File: config.mk
export PLATFORM = sky130hd
export DESIGN_NAME = utf8_validating_json_string_escaper
export DESIGN_NICKNAME = d
export VERILOG_FILES = /design/src/rtl/core/ujse_pkg.sv /design/src/rtl/core/ujse_decode.sv /design/src/rtl/core/ujse_emit.sv /design/src/rtl/core/utf8_validating_json_string_escaper.sv
export SDC_FILE = /design/constraint.sdc
export NUM_CORES = 1
export LEC_CHECK = 0
export ABC_CLOCK_PERIOD_IN_PS = 7900
export BUFFER_PORTS_ARGS = -buffer_cell sky130_fd_sc_hd__buf_4
export CORE_MARGIN = 2
export CORE_UTILIZATION = 44
export DETAILED_ROUTE_END_ITERATION = 12
export MAX_ROUTING_LAYER = met4
export PLACE_DENSITY = 0.58
export SLEW_MARGIN = 20
export SYNTH_ARGS = -nofsm -noshare
export SYNTH_HDL_FRONTEND = slang
export SYNTH_SLANG_ARGS = --single-unit
export TNS_END_PERCENT = 100
File: constraint.sdc
create_clock -name clock -period 7.9 [get_ports clock]
set_clock_uncertainty 0.15 [all_clocks]
set_input_delay 0.395 -clock clock [delete_from_list [all_inputs] [get_ports clock]]
set_output_delay 0.395 -clock clock [all_outputs]
set_load 0.01 [all_outputs]
File: src/rtl/core/ujse_pkg.sv
`timescale 1ns / 1ps
// ----------------------------------------------------------------------------
// ujse_pkg
// Shared types, codes and character constants of the UTF-8 validating JSON
// string escaper.
// ----------------------------------------------------------------------------
package ujse_pkg;

   // request function codes
   localparam logic [1:0] FUNC_START = 2'd0;
   localparam logic [1:0] FUNC_DATA  = 2'd1;
   localparam logic [1:0] FUNC_END   = 2'd2;

   // ascii characters used by the escapes
   localparam logic [7:0] CH_QUOTE  = 8'h22;
   localparam logic [7:0] CH_BSLASH = 8'h5C;
   localparam logic [7:0] CH_LOW_U  = 8'h75;
   localparam logic [7:0] CH_UP_E   = 8'h45;
   localparam logic [7:0] CH_ZERO   = 8'h30;
   localparam logic [7:0] CH_LOW_N  = 8'h6E;
   localparam logic [7:0] CH_LOW_R  = 8'h72;
   localparam logic [7:0] CH_LOW_T  = 8'h74;
   localparam logic [7:0] CH_LOW_B  = 8'h62;
   localparam logic [7:0] CH_LOW_F  = 8'h66;

   // control bytes with a letter escape
   localparam logic [7:0] BYTE_BS = 8'h08;
   localparam logic [7:0] BYTE_HT = 8'h09;
   localparam logic [7:0] BYTE_LF = 8'h0A;
   localparam logic [7:0] BYTE_FF = 8'h0C;
   localparam logic [7:0] BYTE_CR = 8'h0D;

   // utf-8 lead and continuation bounds
   localparam logic [7:0] BYTE_SPACE   = 8'h20;
   localparam logic [7:0] BYTE_HIGH    = 8'h80;
   localparam logic [7:0] LEAD2_LO     = 8'hC2;
   localparam logic [7:0] LEAD2_HI     = 8'hDF;
   localparam logic [7:0] LEAD3_LO     = 8'hE0;
   localparam logic [7:0] LEAD3_HI     = 8'hEF;
   localparam logic [7:0] LEAD4_LO     = 8'hF0;
   localparam logic [7:0] LEAD4_HI     = 8'hF4;
   localparam logic [7:0] LEAD_SURR    = 8'hED;
   localparam logic [7:0] CONT_LO      = 8'h80;
   localparam logic [7:0] CONT_HI      = 8'hBF;
   localparam logic [7:0] CONT_E0_LO   = 8'hA0;
   localparam logic [7:0] CONT_ED_HI   = 8'h9F;
   localparam logic [7:0] CONT_F0_LO   = 8'h90;
   localparam logic [7:0] CONT_F4_HI   = 8'h8F;

   localparam int unsigned SLOTS = 4;

   // one output token: a raw byte, a two-byte escape, \u00xx or \uE0xx
   typedef enum logic [1:0] {
      TOK_RAW = 2'd0,
      TOK_ESC = 2'd1,
      TOK_U00 = 2'd2,
      TOK_UE0 = 2'd3
   } tok_kind_type;

   typedef struct packed {
      tok_kind_type kind;
      logic [7:0]   val;
   } tok_type;

   // all tokens caused by one request beat
   typedef struct packed {
      logic [2:0]              cnt;
      tok_type [SLOTS-1:0]     slot;
   } tok_list_type;

   // lowercase hex digit
   function automatic logic [7:0] hex_digit(input logic [3:0] d);
      logic [7:0] wide;
      wide = {4'b0000, d};
      if (d < 4'd10) begin
         hex_digit = CH_ZERO + wide;
      end else begin
         hex_digit = 8'h57 + wide;
      end
   endfunction

endpackage

File: src/rtl/core/ujse_decode.sv
`timescale 1ns / 1ps
// ----------------------------------------------------------------------------
// ujse_decode
// Classifies each request beat, tracks the partial UTF-8 sequence and builds
// the list of output tokens that the beat causes.
// ----------------------------------------------------------------------------
module ujse_decode (
   input  logic                  clock,
   input  logic                  reset,
   input  logic                  accept,
   input  logic [1:0]            func,
   input  logic [7:0]            data_byte,
   output ujse_pkg::tok_list_type list
);
   import ujse_pkg::*;

   logic [7:0] held_ff [3];
   logic [1:0] held_cnt_ff, held_cnt_in;
   logic [2:0] seq_len_ff, seq_len_in;

   logic       wr_en;
   logic [1:0] wr_idx;

   logic       fr_has, fr_lead;
   logic [2:0] fr_len;
   tok_type    fr_tok;

   logic [7:0] lo, hi;
   logic       cont_ok, complete;

   logic [1:0] flush_n;
   logic       flush_raw, has_final;
   tok_type    final_tok;

   // handling of a byte with nothing held
   always_comb begin
      fr_has = 1'b1;
      fr_lead = 1'b0;
      fr_len = 3'd0;
      fr_tok.kind = TOK_RAW;
      fr_tok.val = data_byte;
      if (data_byte == CH_QUOTE || data_byte == CH_BSLASH) begin
         fr_tok.kind = TOK_ESC;
      end else if (data_byte == BYTE_LF) begin
         fr_tok.kind = TOK_ESC;
         fr_tok.val = CH_LOW_N;
      end else if (data_byte == BYTE_CR) begin
         fr_tok.kind = TOK_ESC;
         fr_tok.val = CH_LOW_R;
      end else if (data_byte == BYTE_HT) begin
         fr_tok.kind = TOK_ESC;
         fr_tok.val = CH_LOW_T;
      end else if (data_byte == BYTE_BS) begin
         fr_tok.kind = TOK_ESC;
         fr_tok.val = CH_LOW_B;
      end else if (data_byte == BYTE_FF) begin
         fr_tok.kind = TOK_ESC;
         fr_tok.val = CH_LOW_F;
      end else if (data_byte < BYTE_SPACE) begin
         fr_tok.kind = TOK_U00;
      end else if (data_byte < BYTE_HIGH) begin
         fr_tok.kind = TOK_RAW;
      end else if (data_byte >= LEAD2_LO && data_byte <= LEAD2_HI) begin
         fr_has = 1'b0;
         fr_lead = 1'b1;
         fr_len = 3'd2;
      end else if (data_byte >= LEAD3_LO && data_byte <= LEAD3_HI) begin
         fr_has = 1'b0;
         fr_lead = 1'b1;
         fr_len = 3'd3;
      end else if (data_byte >= LEAD4_LO && data_byte <= LEAD4_HI) begin
         fr_has = 1'b0;
         fr_lead = 1'b1;
         fr_len = 3'd4;
      end else begin
         fr_tok.kind = TOK_UE0;
      end
   end

   // continuation range check, tighter on the first one after some leads
   always_comb begin
      lo = CONT_LO;
      hi = CONT_HI;
      if (held_cnt_ff == 2'd1) begin
         if (held_ff[0] == LEAD3_LO) begin
            lo = CONT_E0_LO;
         end else if (held_ff[0] == LEAD_SURR) begin
            hi = CONT_ED_HI;
         end else if (held_ff[0] == LEAD4_LO) begin
            lo = CONT_F0_LO;
         end else if (held_ff[0] == LEAD4_HI) begin
            hi = CONT_F4_HI;
         end
      end
      cont_ok = (data_byte >= lo) && (data_byte <= hi);
      complete = ({1'b0, held_cnt_ff} + 3'd1) >= seq_len_ff;
   end

   // per-function token selection and sequence state update
   always_comb begin
      flush_n = 2'd0;
      flush_raw = 1'b0;
      has_final = 1'b0;
      final_tok.kind = TOK_RAW;
      final_tok.val = CH_QUOTE;
      held_cnt_in = held_cnt_ff;
      seq_len_in = seq_len_ff;
      wr_en = 1'b0;
      wr_idx = held_cnt_ff;
      unique case (func)
         FUNC_START: begin
            has_final = 1'b1;
            held_cnt_in = 2'd0;
            seq_len_in = 3'd0;
         end
         FUNC_DATA: begin
            if (held_cnt_ff != 2'd0 && cont_ok) begin
               if (complete) begin
                  flush_n = held_cnt_ff;
                  flush_raw = 1'b1;
                  has_final = 1'b1;
                  final_tok.val = data_byte;
                  held_cnt_in = 2'd0;
                  seq_len_in = 3'd0;
               end else begin
                  wr_en = 1'b1;
                  held_cnt_in = held_cnt_ff + 2'd1;
               end
            end else begin
               flush_n = held_cnt_ff;
               has_final = fr_has;
               final_tok = fr_tok;
               if (fr_lead) begin
                  wr_en = 1'b1;
                  wr_idx = 2'd0;
                  held_cnt_in = 2'd1;
                  seq_len_in = fr_len;
               end else begin
                  held_cnt_in = 2'd0;
                  seq_len_in = 3'd0;
               end
            end
         end
         FUNC_END: begin
            flush_n = held_cnt_ff;
            has_final = 1'b1;
            held_cnt_in = 2'd0;
            seq_len_in = 3'd0;
         end
         default: begin
         end
      endcase
   end

   // held bytes fill the first slots, the closing token follows them
   always_comb begin
      for (int i = 0; i < 3; i++) begin
         list.slot[i].kind = flush_raw ? TOK_RAW : TOK_UE0;
         list.slot[i].val = held_ff[i];
      end
      list.slot[SLOTS-1] = final_tok;
      list.slot[flush_n] = final_tok;
      list.cnt = {1'b0, flush_n} + {2'b00, has_final};
   end

   // sequence state
   always_ff @(posedge clock) begin
      if (reset) begin
         held_cnt_ff <= 2'd0;
         seq_len_ff <= 3'd0;
      end else if (accept) begin
         held_cnt_ff <= held_cnt_in;
         seq_len_ff <= seq_len_in;
      end
   end

   // held sequence bytes
   always_ff @(posedge clock) begin
      if (accept && wr_en) begin
         held_ff[wr_idx] <= data_byte;
      end
   end

endmodule

File: src/rtl/core/ujse_emit.sv
`timescale 1ns / 1ps
// ----------------------------------------------------------------------------
// ujse_emit
// Holds the token list of one request beat and spells it out one byte per
// cycle into the response register while that register is not stalled.
// ----------------------------------------------------------------------------
module ujse_emit (
   input  logic                   clock,
   input  logic                   reset,
   input  logic                   load,
   input  ujse_pkg::tok_list_type list,
   output logic                   ready,
   output logic                   rsp_valid,
   input  logic                   rsp_stall,
   output logic [7:0]             rsp_out_byte,
   output logic                   rsp_run_last
);
   import ujse_pkg::*;

   tok_list_type list_ff;
   logic         list_valid_ff, list_valid_in;
   logic [1:0]   tok_idx_ff, tok_idx_in;
   logic [2:0]   pos_ff, pos_in;

   logic         rsp_valid_ff, rsp_valid_in;
   logic [7:0]   rsp_byte_ff;
   logic         rsp_last_ff;

   tok_type      cur_tok;
   logic [2:0]   tok_len;
   logic [7:0]   cur_byte;
   logic         last_byte, last_tok, advance, done;

   // byte of the current token at the current position
   always_comb begin
      cur_tok = list_ff.slot[tok_idx_ff];
      unique case (cur_tok.kind)
         TOK_RAW: tok_len = 3'd1;
         TOK_ESC: tok_len = 3'd2;
         TOK_U00: tok_len = 3'd6;
         TOK_UE0: tok_len = 3'd6;
         default: tok_len = 3'd6;
      endcase
      case (pos_ff)
         3'd0:    cur_byte = (cur_tok.kind == TOK_RAW) ? cur_tok.val : CH_BSLASH;
         3'd1:    cur_byte = (cur_tok.kind == TOK_ESC) ? cur_tok.val : CH_LOW_U;
         3'd2:    cur_byte = (cur_tok.kind == TOK_U00) ? CH_ZERO : CH_UP_E;
         3'd3:    cur_byte = CH_ZERO;
         3'd4:    cur_byte = hex_digit(cur_tok.val[7:4]);
         default: cur_byte = hex_digit(cur_tok.val[3:0]);
      endcase
      last_byte = (pos_ff == (tok_len - 3'd1));
      last_tok = ({1'b0, tok_idx_ff} == (list_ff.cnt - 3'd1));
   end

   // step through the list whenever the response register frees up
   always_comb begin
      advance = list_valid_ff && (!rsp_valid_ff || !rsp_stall);
      done = advance && last_byte && last_tok;
      ready = !list_valid_ff || done;
      list_valid_in = list_valid_ff;
      tok_idx_in = tok_idx_ff;
      pos_in = pos_ff;
      if (advance) begin
         if (last_byte) begin
            pos_in = 3'd0;
            tok_idx_in = tok_idx_ff + 2'd1;
            if (last_tok) begin
               list_valid_in = 1'b0;
            end
         end else begin
            pos_in = pos_ff + 3'd1;
         end
      end
      if (load) begin
         list_valid_in = 1'b1;
         tok_idx_in = 2'd0;
         pos_in = 3'd0;
      end
      rsp_valid_in = advance ? 1'b1 : (rsp_valid_ff && rsp_stall);
   end

   // list control
   always_ff @(posedge clock) begin
      if (reset) begin
         list_valid_ff <= 1'b0;
         tok_idx_ff <= 2'd0;
         pos_ff <= 3'd0;
         rsp_valid_ff <= 1'b0;
      end else begin
         list_valid_ff <= list_valid_in;
         tok_idx_ff <= tok_idx_in;
         pos_ff <= pos_in;
         rsp_valid_ff <= rsp_valid_in;
      end
   end

   // list and response payload
   always_ff @(posedge clock) begin
      if (load) begin
         list_ff <= list;
      end
      if (advance) begin
         rsp_byte_ff <= cur_byte;
         rsp_last_ff <= last_byte && last_tok;
      end
   end

   assign rsp_valid = rsp_valid_ff;
   assign rsp_out_byte = rsp_byte_ff;
   assign rsp_run_last = rsp_last_ff;

endmodule

File: src/rtl/core/utf8_validating_json_string_escaper.sv
`timescale 1ns / 1ps
// ----------------------------------------------------------------------------
// utf8_validating_json_string_escaper
// Streams a byte string into its JSON-quoted form with UTF-8 validation.
// ----------------------------------------------------------------------------
// Request beats carry req_func (start, data byte, end) and req_data_byte.
// Each beat yields zero or more response beats of one escaped byte each;
// rsp_run_last marks the last byte caused by a request beat. A beat that
// only buffers a UTF-8 lead or continuation byte yields nothing.
// The first byte of a beat passes the emitter list register, then the
// response register. Throughput, while rsp_stall is low: one request beat
// per cycle while each yields at most one byte; a beat yielding more holds
// req_stall high until its last byte leaves, as the emitter spells out its
// tokens one byte per cycle (up to 24 bytes for a failed four-byte sequence).
// A request beat is taken in the cycle the last byte of the previous list
// leaves for the response register, so the two sides overlap.
// Reset clears the partial sequence and drops any pending response.
// While rsp_stall is high the response register holds its byte and the
// emitter pauses; the request side stalls once the emitter list is busy.
// ----------------------------------------------------------------------------
module utf8_validating_json_string_escaper (
   input  logic       clock,
   input  logic       reset,
   input  logic       req_valid,
   output logic       req_stall,
   input  logic [1:0] req_func,
   input  logic [7:0] req_data_byte,
   output logic       rsp_valid,
   input  logic       rsp_stall,
   output logic [7:0] rsp_out_byte,
   output logic       rsp_run_last
);
   import ujse_pkg::*;

   tok_list_type list;
   logic         ready;
   logic         accept;

   // request beat handshake
   assign req_stall = !ready;
   assign accept = req_valid && ready;

   // classification and sequence tracking
   ujse_decode u_decode (
      .clock     (clock),
      .reset     (reset),
      .accept    (accept),
      .func      (req_func),
      .data_byte (req_data_byte),
      .list      (list)
   );

   // byte emitter and response register
   ujse_emit u_emit (
      .clock        (clock),
      .reset        (reset),
      .load         (accept && (list.cnt != 3'd0)),
      .list         (list),
      .ready        (ready),
      .rsp_valid    (rsp_valid),
      .rsp_stall    (rsp_stall),
      .rsp_out_byte (rsp_out_byte),
      .rsp_run_last (rsp_run_last)
   );

endmodule
# After elaboration in Yosys (flattened, before gate mapping)

Memory sizes are Yosys's and may differ from the RTL's.
Cells that the tools add are included.

Add/sub/neg operators: 11
Multiply operators: 0
Divide/modulo/power cells: 0
Magnitude comparators: 16
Equal/unequal tests: 24
Shift operators: 0
Multiplexer cells: 103
Bitwise operators: 0
Reduce and logical (&&, ||, !) cells: 37

Operators with widths:

| cell                                                     | count |
|---|---|
| 2-to-1 mux 8 bit                                         | 15 |
| 2-to-1 mux 10 bit                                        | 7 |
| 2-to-1 mux 3 bit                                         | 15 |
| bitwise mux 40 bit                                       | 1 |
| equality test 8 x 4 -> 1 bit, second input constant      | 5 |
| one-hot mux 8 bit (5 select lines)                       | 1 |
| 2-to-1 mux 1 bit                                         | 38 |
| equality test 8 bit, second input constant               | 4 |
| 2-to-1 mux 2 bit                                         | 16 |
| greater-or-equal comparator 8 bit, second input constant | 3 |
| less-or-equal comparator 8 bit, second input constant    | 3 |
| binary-select mux 10 bit (select 2 bit)                  | 1 |
| demux 10 bit (select 2 bit)                              | 1 |
| adder 7 x 4 -> 8 bit, first input constant               | 2 |
| adder 6 x 4 -> 7 bit, first input constant               | 2 |
| logical AND 1 bit                                        | 14 |
| nonzero test 2 bit                                       | 5 |
| one-hot mux 3 bit (3 select lines)                       | 1 |
| equality test 8 x 6 -> 1 bit, second input constant      | 1 |
| equality test 8 x 7 -> 1 bit, second input constant      | 1 |
| greater-or-equal comparator 8 bit                        | 1 |
| less-or-equal comparator 8 bit                           | 1 |
| < comparator 4 bit, second input constant                | 2 |
| < comparator 8 x 6 -> 1 bit, second input constant       | 1 |
| other kinds (31)                                         | 50 |

Bits in registers: 64
Bits in latches: 0
RAM bits: 24
Memory bits (read-only): 0
Input port bits: 14
Output and inout port bits: 11
Logic and storage cells: 209
Memories: 1

Memory list:

| name             | words | bits a word | rd ports | clocked after memory_dff | write ports | line              | text |
|---|---|---|---|---|---|---|---|
| u_decode.held_ff | 3     | 8           | 3        | 0                        | 1           | ujse_decode.sv:17 | `logic [7:0] held_ff [3];` |

# Logic depth before layout (Yosys ltp)

Word-level depth: 20
Depth in mapped cells: 20
Gate-level depth less buffers: 20

# Cells and area by module

A second synthesis with hierarchy kept.

Cells, all modules: 428
Area, all modules: 5026.1 sq um

Modules (own cells, without submodules):

| module                              | instances | cells an instance | area each (sq um) | seq. area each (sq um) |
|---|---|---|---|---|
| ujse_emit                           | 1         | 203               | 2717.6            | 1701.6 |
| ujse_decode                         | 1         | 222               | 2288.4            | 820.8 |
| utf8_validating_json_string_escaper | 1         | 3                 | 20.0              | 0.0 |

# Worst setup path before layout

Ideal clock, no wire load.

Path type: flip-flop to flip-flop
From: register u_decode.held_cnt_ff[1]
To: register u_emit.list_ff[0] in the netlist's numbering (enable)
Library setup time: 443 ps
Arrival: 4932 ps
Data required time: 7307 ps
Setup slack: 2375 ps
Cell stages (with the launch flop): 17
Buffers on the path: 0
Period minus slack after synthesis: 5525 ps
Cell sequence: dfxtp_1 -> inv_1 -> ha_1 -> nand4_1 -> nor4_1 -> nand2_1 -> ha_1 -> nor4bb_1 -> a221o_1 -> nand4b_2 -> o21ai_2 -> nand2_1 -> and3_1 -> ha_1 -> ha_1 -> o31ai_1 -> nor2_1

RTL lines:

| element                | line               | text |
|---|---|---|
| start, declared        | ujse_decode.sv:18  | `logic [1:0] held_cnt_ff, held_cnt_in;` |
| start signal, assigned | ujse_decode.sv:172 | `held_cnt_ff <= held_cnt_in;` |
| end signal, assigned   | ujse_emit.sv:101   | `list_ff <= list;` |
| end, declared          | ujse_emit.sv:20    | `tok_list_type list_ff;` |

==> qor.txt <==
status - complete, no violations
metal2 WL - 4900 µm
CTS tree - yes
cts repair resizes - 0
Cell Area, Synth - 4890 µm²
H-tree depth - 3
actual slew at the worst max-slew pin - 0.957 ns
Power Total - 0.000967 W
CTS Hold Buffers Added - 0
max-cap violations - 0
DP Cell Count - 570
Peak VDD IR - 0.0678 mV
Setup Viol. Count Final - 0
Boundary Pins - 25
layout cell share with drive strength beyond 1 - 21.0%
Reg clk slew, reported paths - 0.09 ns
Seq/Total Area, Yosys - 51.5%
Sw Ratio - 25.7%
fin. max-slew vios - 0
Net Count, Synth - 460
worst hold stages - 2
Routed WL - 10,100 µm
number of global-route vias before repair - 3,391
Setup TNS Final - 0 ns
Cell variety after synth - 57
vias per cell - 5.61
Hold WS - 0.117 ns
GRT Residual Overflow - 0
WP data required - 7.87 ns
Mapped Cells - 422
Finished Layout Cells - 587
Post-synth EDFFs - 76
worst hold path startpoint - reset
depth of the most critical reg-to-reg path - 17
register bit total from synthesis - 88
ys async rst share - 0%
post-route ant nets - 0
Final Util - 50.1%
Vias - 3,296
Primary FF master, synth - edfxtp_1
CTS Buf Count - 9
Slew HR - 36.1%
CTS Root Cell - clkbuf_8
power per cell area - 178 nW/µm²
Fmax - 203 MHz
final hold vios - 0
num rows - 38
synthesis-to-layout area growth - 10.9%
DR DRC count - 0
WL/cell - 17.2 µm
# Post-CTS Setup Buffers - 0
sw power - 0.000249 W
number of antenna violations at the first check in global routing - 0
Initial Utilization - 45.1%
first-pass GRT wire length - 17,100 µm
Setup Crit Path Kind - reg -> reg
Core Area - 10,800 µm²
Metal-1 WL - 4780 µm
Comb pwr share - 11.8%
antenna cells - 0
Pleak - 1.96 nW
Max Root-Sink Buffers - 2
TritonRoute pass-1 iters - 4
arrival time at the worst endpoint - 4.90 ns
die area - 12,000 µm²
GRT Resource Usage Total - 19.3%
min Tclk post-route - 4.93 ns
die width - 109 µm
Max FO, Critical Path - 27
CP Capture Type - register
largest net degree at the start of global routing - 44
Placer Congestion - 0.913
Pint - 0.000718 W
most frequent cells in the layout - edfxtp_1 (76), nor2_1 (39), nand2_1 (29)
Clock Latency Late Sink - 0.36 ns
YS warnings - 0
final worst path period share - 62.4%
Avg Inst Size Synth - 11.6 µm²
CTS sink count - 88
IO Port Bufs - 24
met3 wire len - 272 µm
part of the power in the clock network - 33.3%
Final nets - 480
most common cell after layout, fill and taps aside - edfxtp_1
detailed-placement wirelength estimate - 7350 µm
Die Ht - 109 µm
top layer reached by signal wires - met4
DRT iter0 DRCs - 164
Critical Path Start Type - register
Setup crit start - u_decode.held_cnt_ff[1]
RSZ-0062 raised after global routing - no
Hold Path Class - in -> reg
sequential power share - 54.9%
Worst R2R Start - u_decode.held_cnt_ff[1]
[power by group through the flow]
| stage | Clock (W) | Sequential (W) | Combinational [W] |
|---|---|---|---|
| 2_1_floorplan | 0 | 0.000541 | 0.0000761 |
| 3_5_place_dp | 0 | 0.000542 | 0.000112 |
| 5_1_grt | 0.000350 | 0.000534 | 0.000129 |
| 6_report | 0.000322 | 0.000531 | 0.000114 |
| 4_1_cts | 0.000332 | 0.000532 | 0.000112 |
| 3_3_place_gp | 0 | 0.000542 | 0.000110 |
[through the flow]
stage / setup slack [ns] / cell area [µm²]
global placement: 3.03 / 5200
global route: 2.56 / 5430
CTS: 2.83 / 5400
finish: 2.97 / 5430
detailed placement: 2.84 / 5200
floorplan: 2.37 / 4890
[layout make-up]
type                    count  area, µm²
clock buffers               9        124
clock inverters             7       77.6
fillers                   974       5410
inverters                  26       97.6
multi-input cells         289       2200
flip-flops and latches     88       2520
well taps                 140        175
repair buffers             28        230
[cells in the mapped netlist (2+ instances only)]
| library cell | n | share of area [%] |
|---|---|---|
| or2_1 | 3 | 0.38 |
| inv_1 | 24 | 1.8 |
| a21oi_1 | 25 | 2.6 |
| dfxtp_1 | 12 | 4.9 |
| a221o_1 | 2 | 0.41 |
| nor3b_1 | 3 | 0.46 |
| mux2_2 | 28 | 6.4 |
| o311ai_0 | 2 | 0.36 |
| o31ai_1 | 2 | 0.31 |
| mux2i_1 | 6 | 1.2 |
| a31oi_1 | 4 | 0.51 |
| a211o_1 | 5 | 0.89 |
| nor2b_1 | 3 | 0.38 |
| edfxtp_1 | 76 | 47 |
| nand3b_1 | 2 | 0.31 |
| buf_2 | 8 | 0.82 |
| nand2b_1 | 6 | 0.77 |
| clkbuf_1 | 11 | 0.84 |
| o211ai_1 | 4 | 0.61 |
| and3_1 | 6 | 0.77 |
| o21ai_0 | 13 | 1.3 |
| xnor2_1 | 2 | 0.36 |
| o311a_1 | 2 | 0.41 |
| or2_2 | 2 | 0.26 |
| a21boi_0 | 2 | 0.31 |
| nor2_1 | 40 | 3.1 |
| nor4_1 | 6 | 0.77 |
| nand3_1 | 9 | 0.92 |
| or3b_2 | 2 | 0.36 |
| a211oi_1 | 2 | 0.31 |
| nand4_1 | 3 | 0.38 |
| mux4_2 | 12 | 5.5 |
| o21a_1 | 3 | 0.46 |
| or3_1 | 3 | 0.38 |
| xor2_1 | 4 | 0.72 |
| nand4b_1 | 2 | 0.36 |
| and2_1 | 2 | 0.26 |
| nor3_1 | 10 | 1.0 |
| o22ai_1 | 2 | 0.26 |
| ha_1 | 24 | 6.1 |
| nand2_1 | 29 | 2.2 |
[registers in the layout (all words and copies together) (netlist names)]
register / flops
u_emit.pos_ff: 3
u_emit.list_valid_ff: 1
u_decode.seq_len_ff: 3
u_decode.held_cnt_ff: 2
u_decode.held_ff: 24
u_emit.rsp_out_byte: 8
u_emit.tok_idx_ff: 2
u_emit.rsp_run_last: 1
u_emit.list_ff: 43
u_emit.rsp_valid: 1
[cell families after synthesis]
kind of cell | synth area share [%]
xor gates and xnor gates | 1.07
muxes | 13.2
and+or+nand+nor | 14.2
adders and majority gates | 6.14
buffers and inverters | 3.66
DFF | 51.5
AOI/OAI and AO/OA | 10.2
[per-layer routing]
metal | up-vias | global-route usage, %
met1 | 1607 | 24.8
li1 | 1626 | -
met3 | 12 | 2.49
met4 | 0 | 7.32
met2 | 51 | 31.4
met5 | - | -
[worst max-delay path, cell delays in order, from the launching register on]
cell      delay [ns]
dfxtp_1         0.35
inv_1           0.14
ha_1            0.19
nand4_1         0.13
nor4_1          0.36
nand2_1         0.11
ha_1            0.31
nor4bb_1        0.28
a221o_1         0.20
nand4b_2        0.25
o21ai_2         0.38
nand2_1         0.11
and3_1          0.19
ha_1            0.17
ha_1            0.28
o31ai_1         0.57
nor2_4          0.24
buf_16          0.25
[final timing paths]
path                                                 to  slack, ns
worst max-delay path                 u_emit.list_ff[23]       2.97
worst min-delay path            u_decode.held_cnt_ff[1]       0.12
worst max register to register       u_emit.list_ff[23]       2.97
worst min register to register   u_decode.seq_len_ff[1]       0.34
Power figures use the tool's default switching activity.
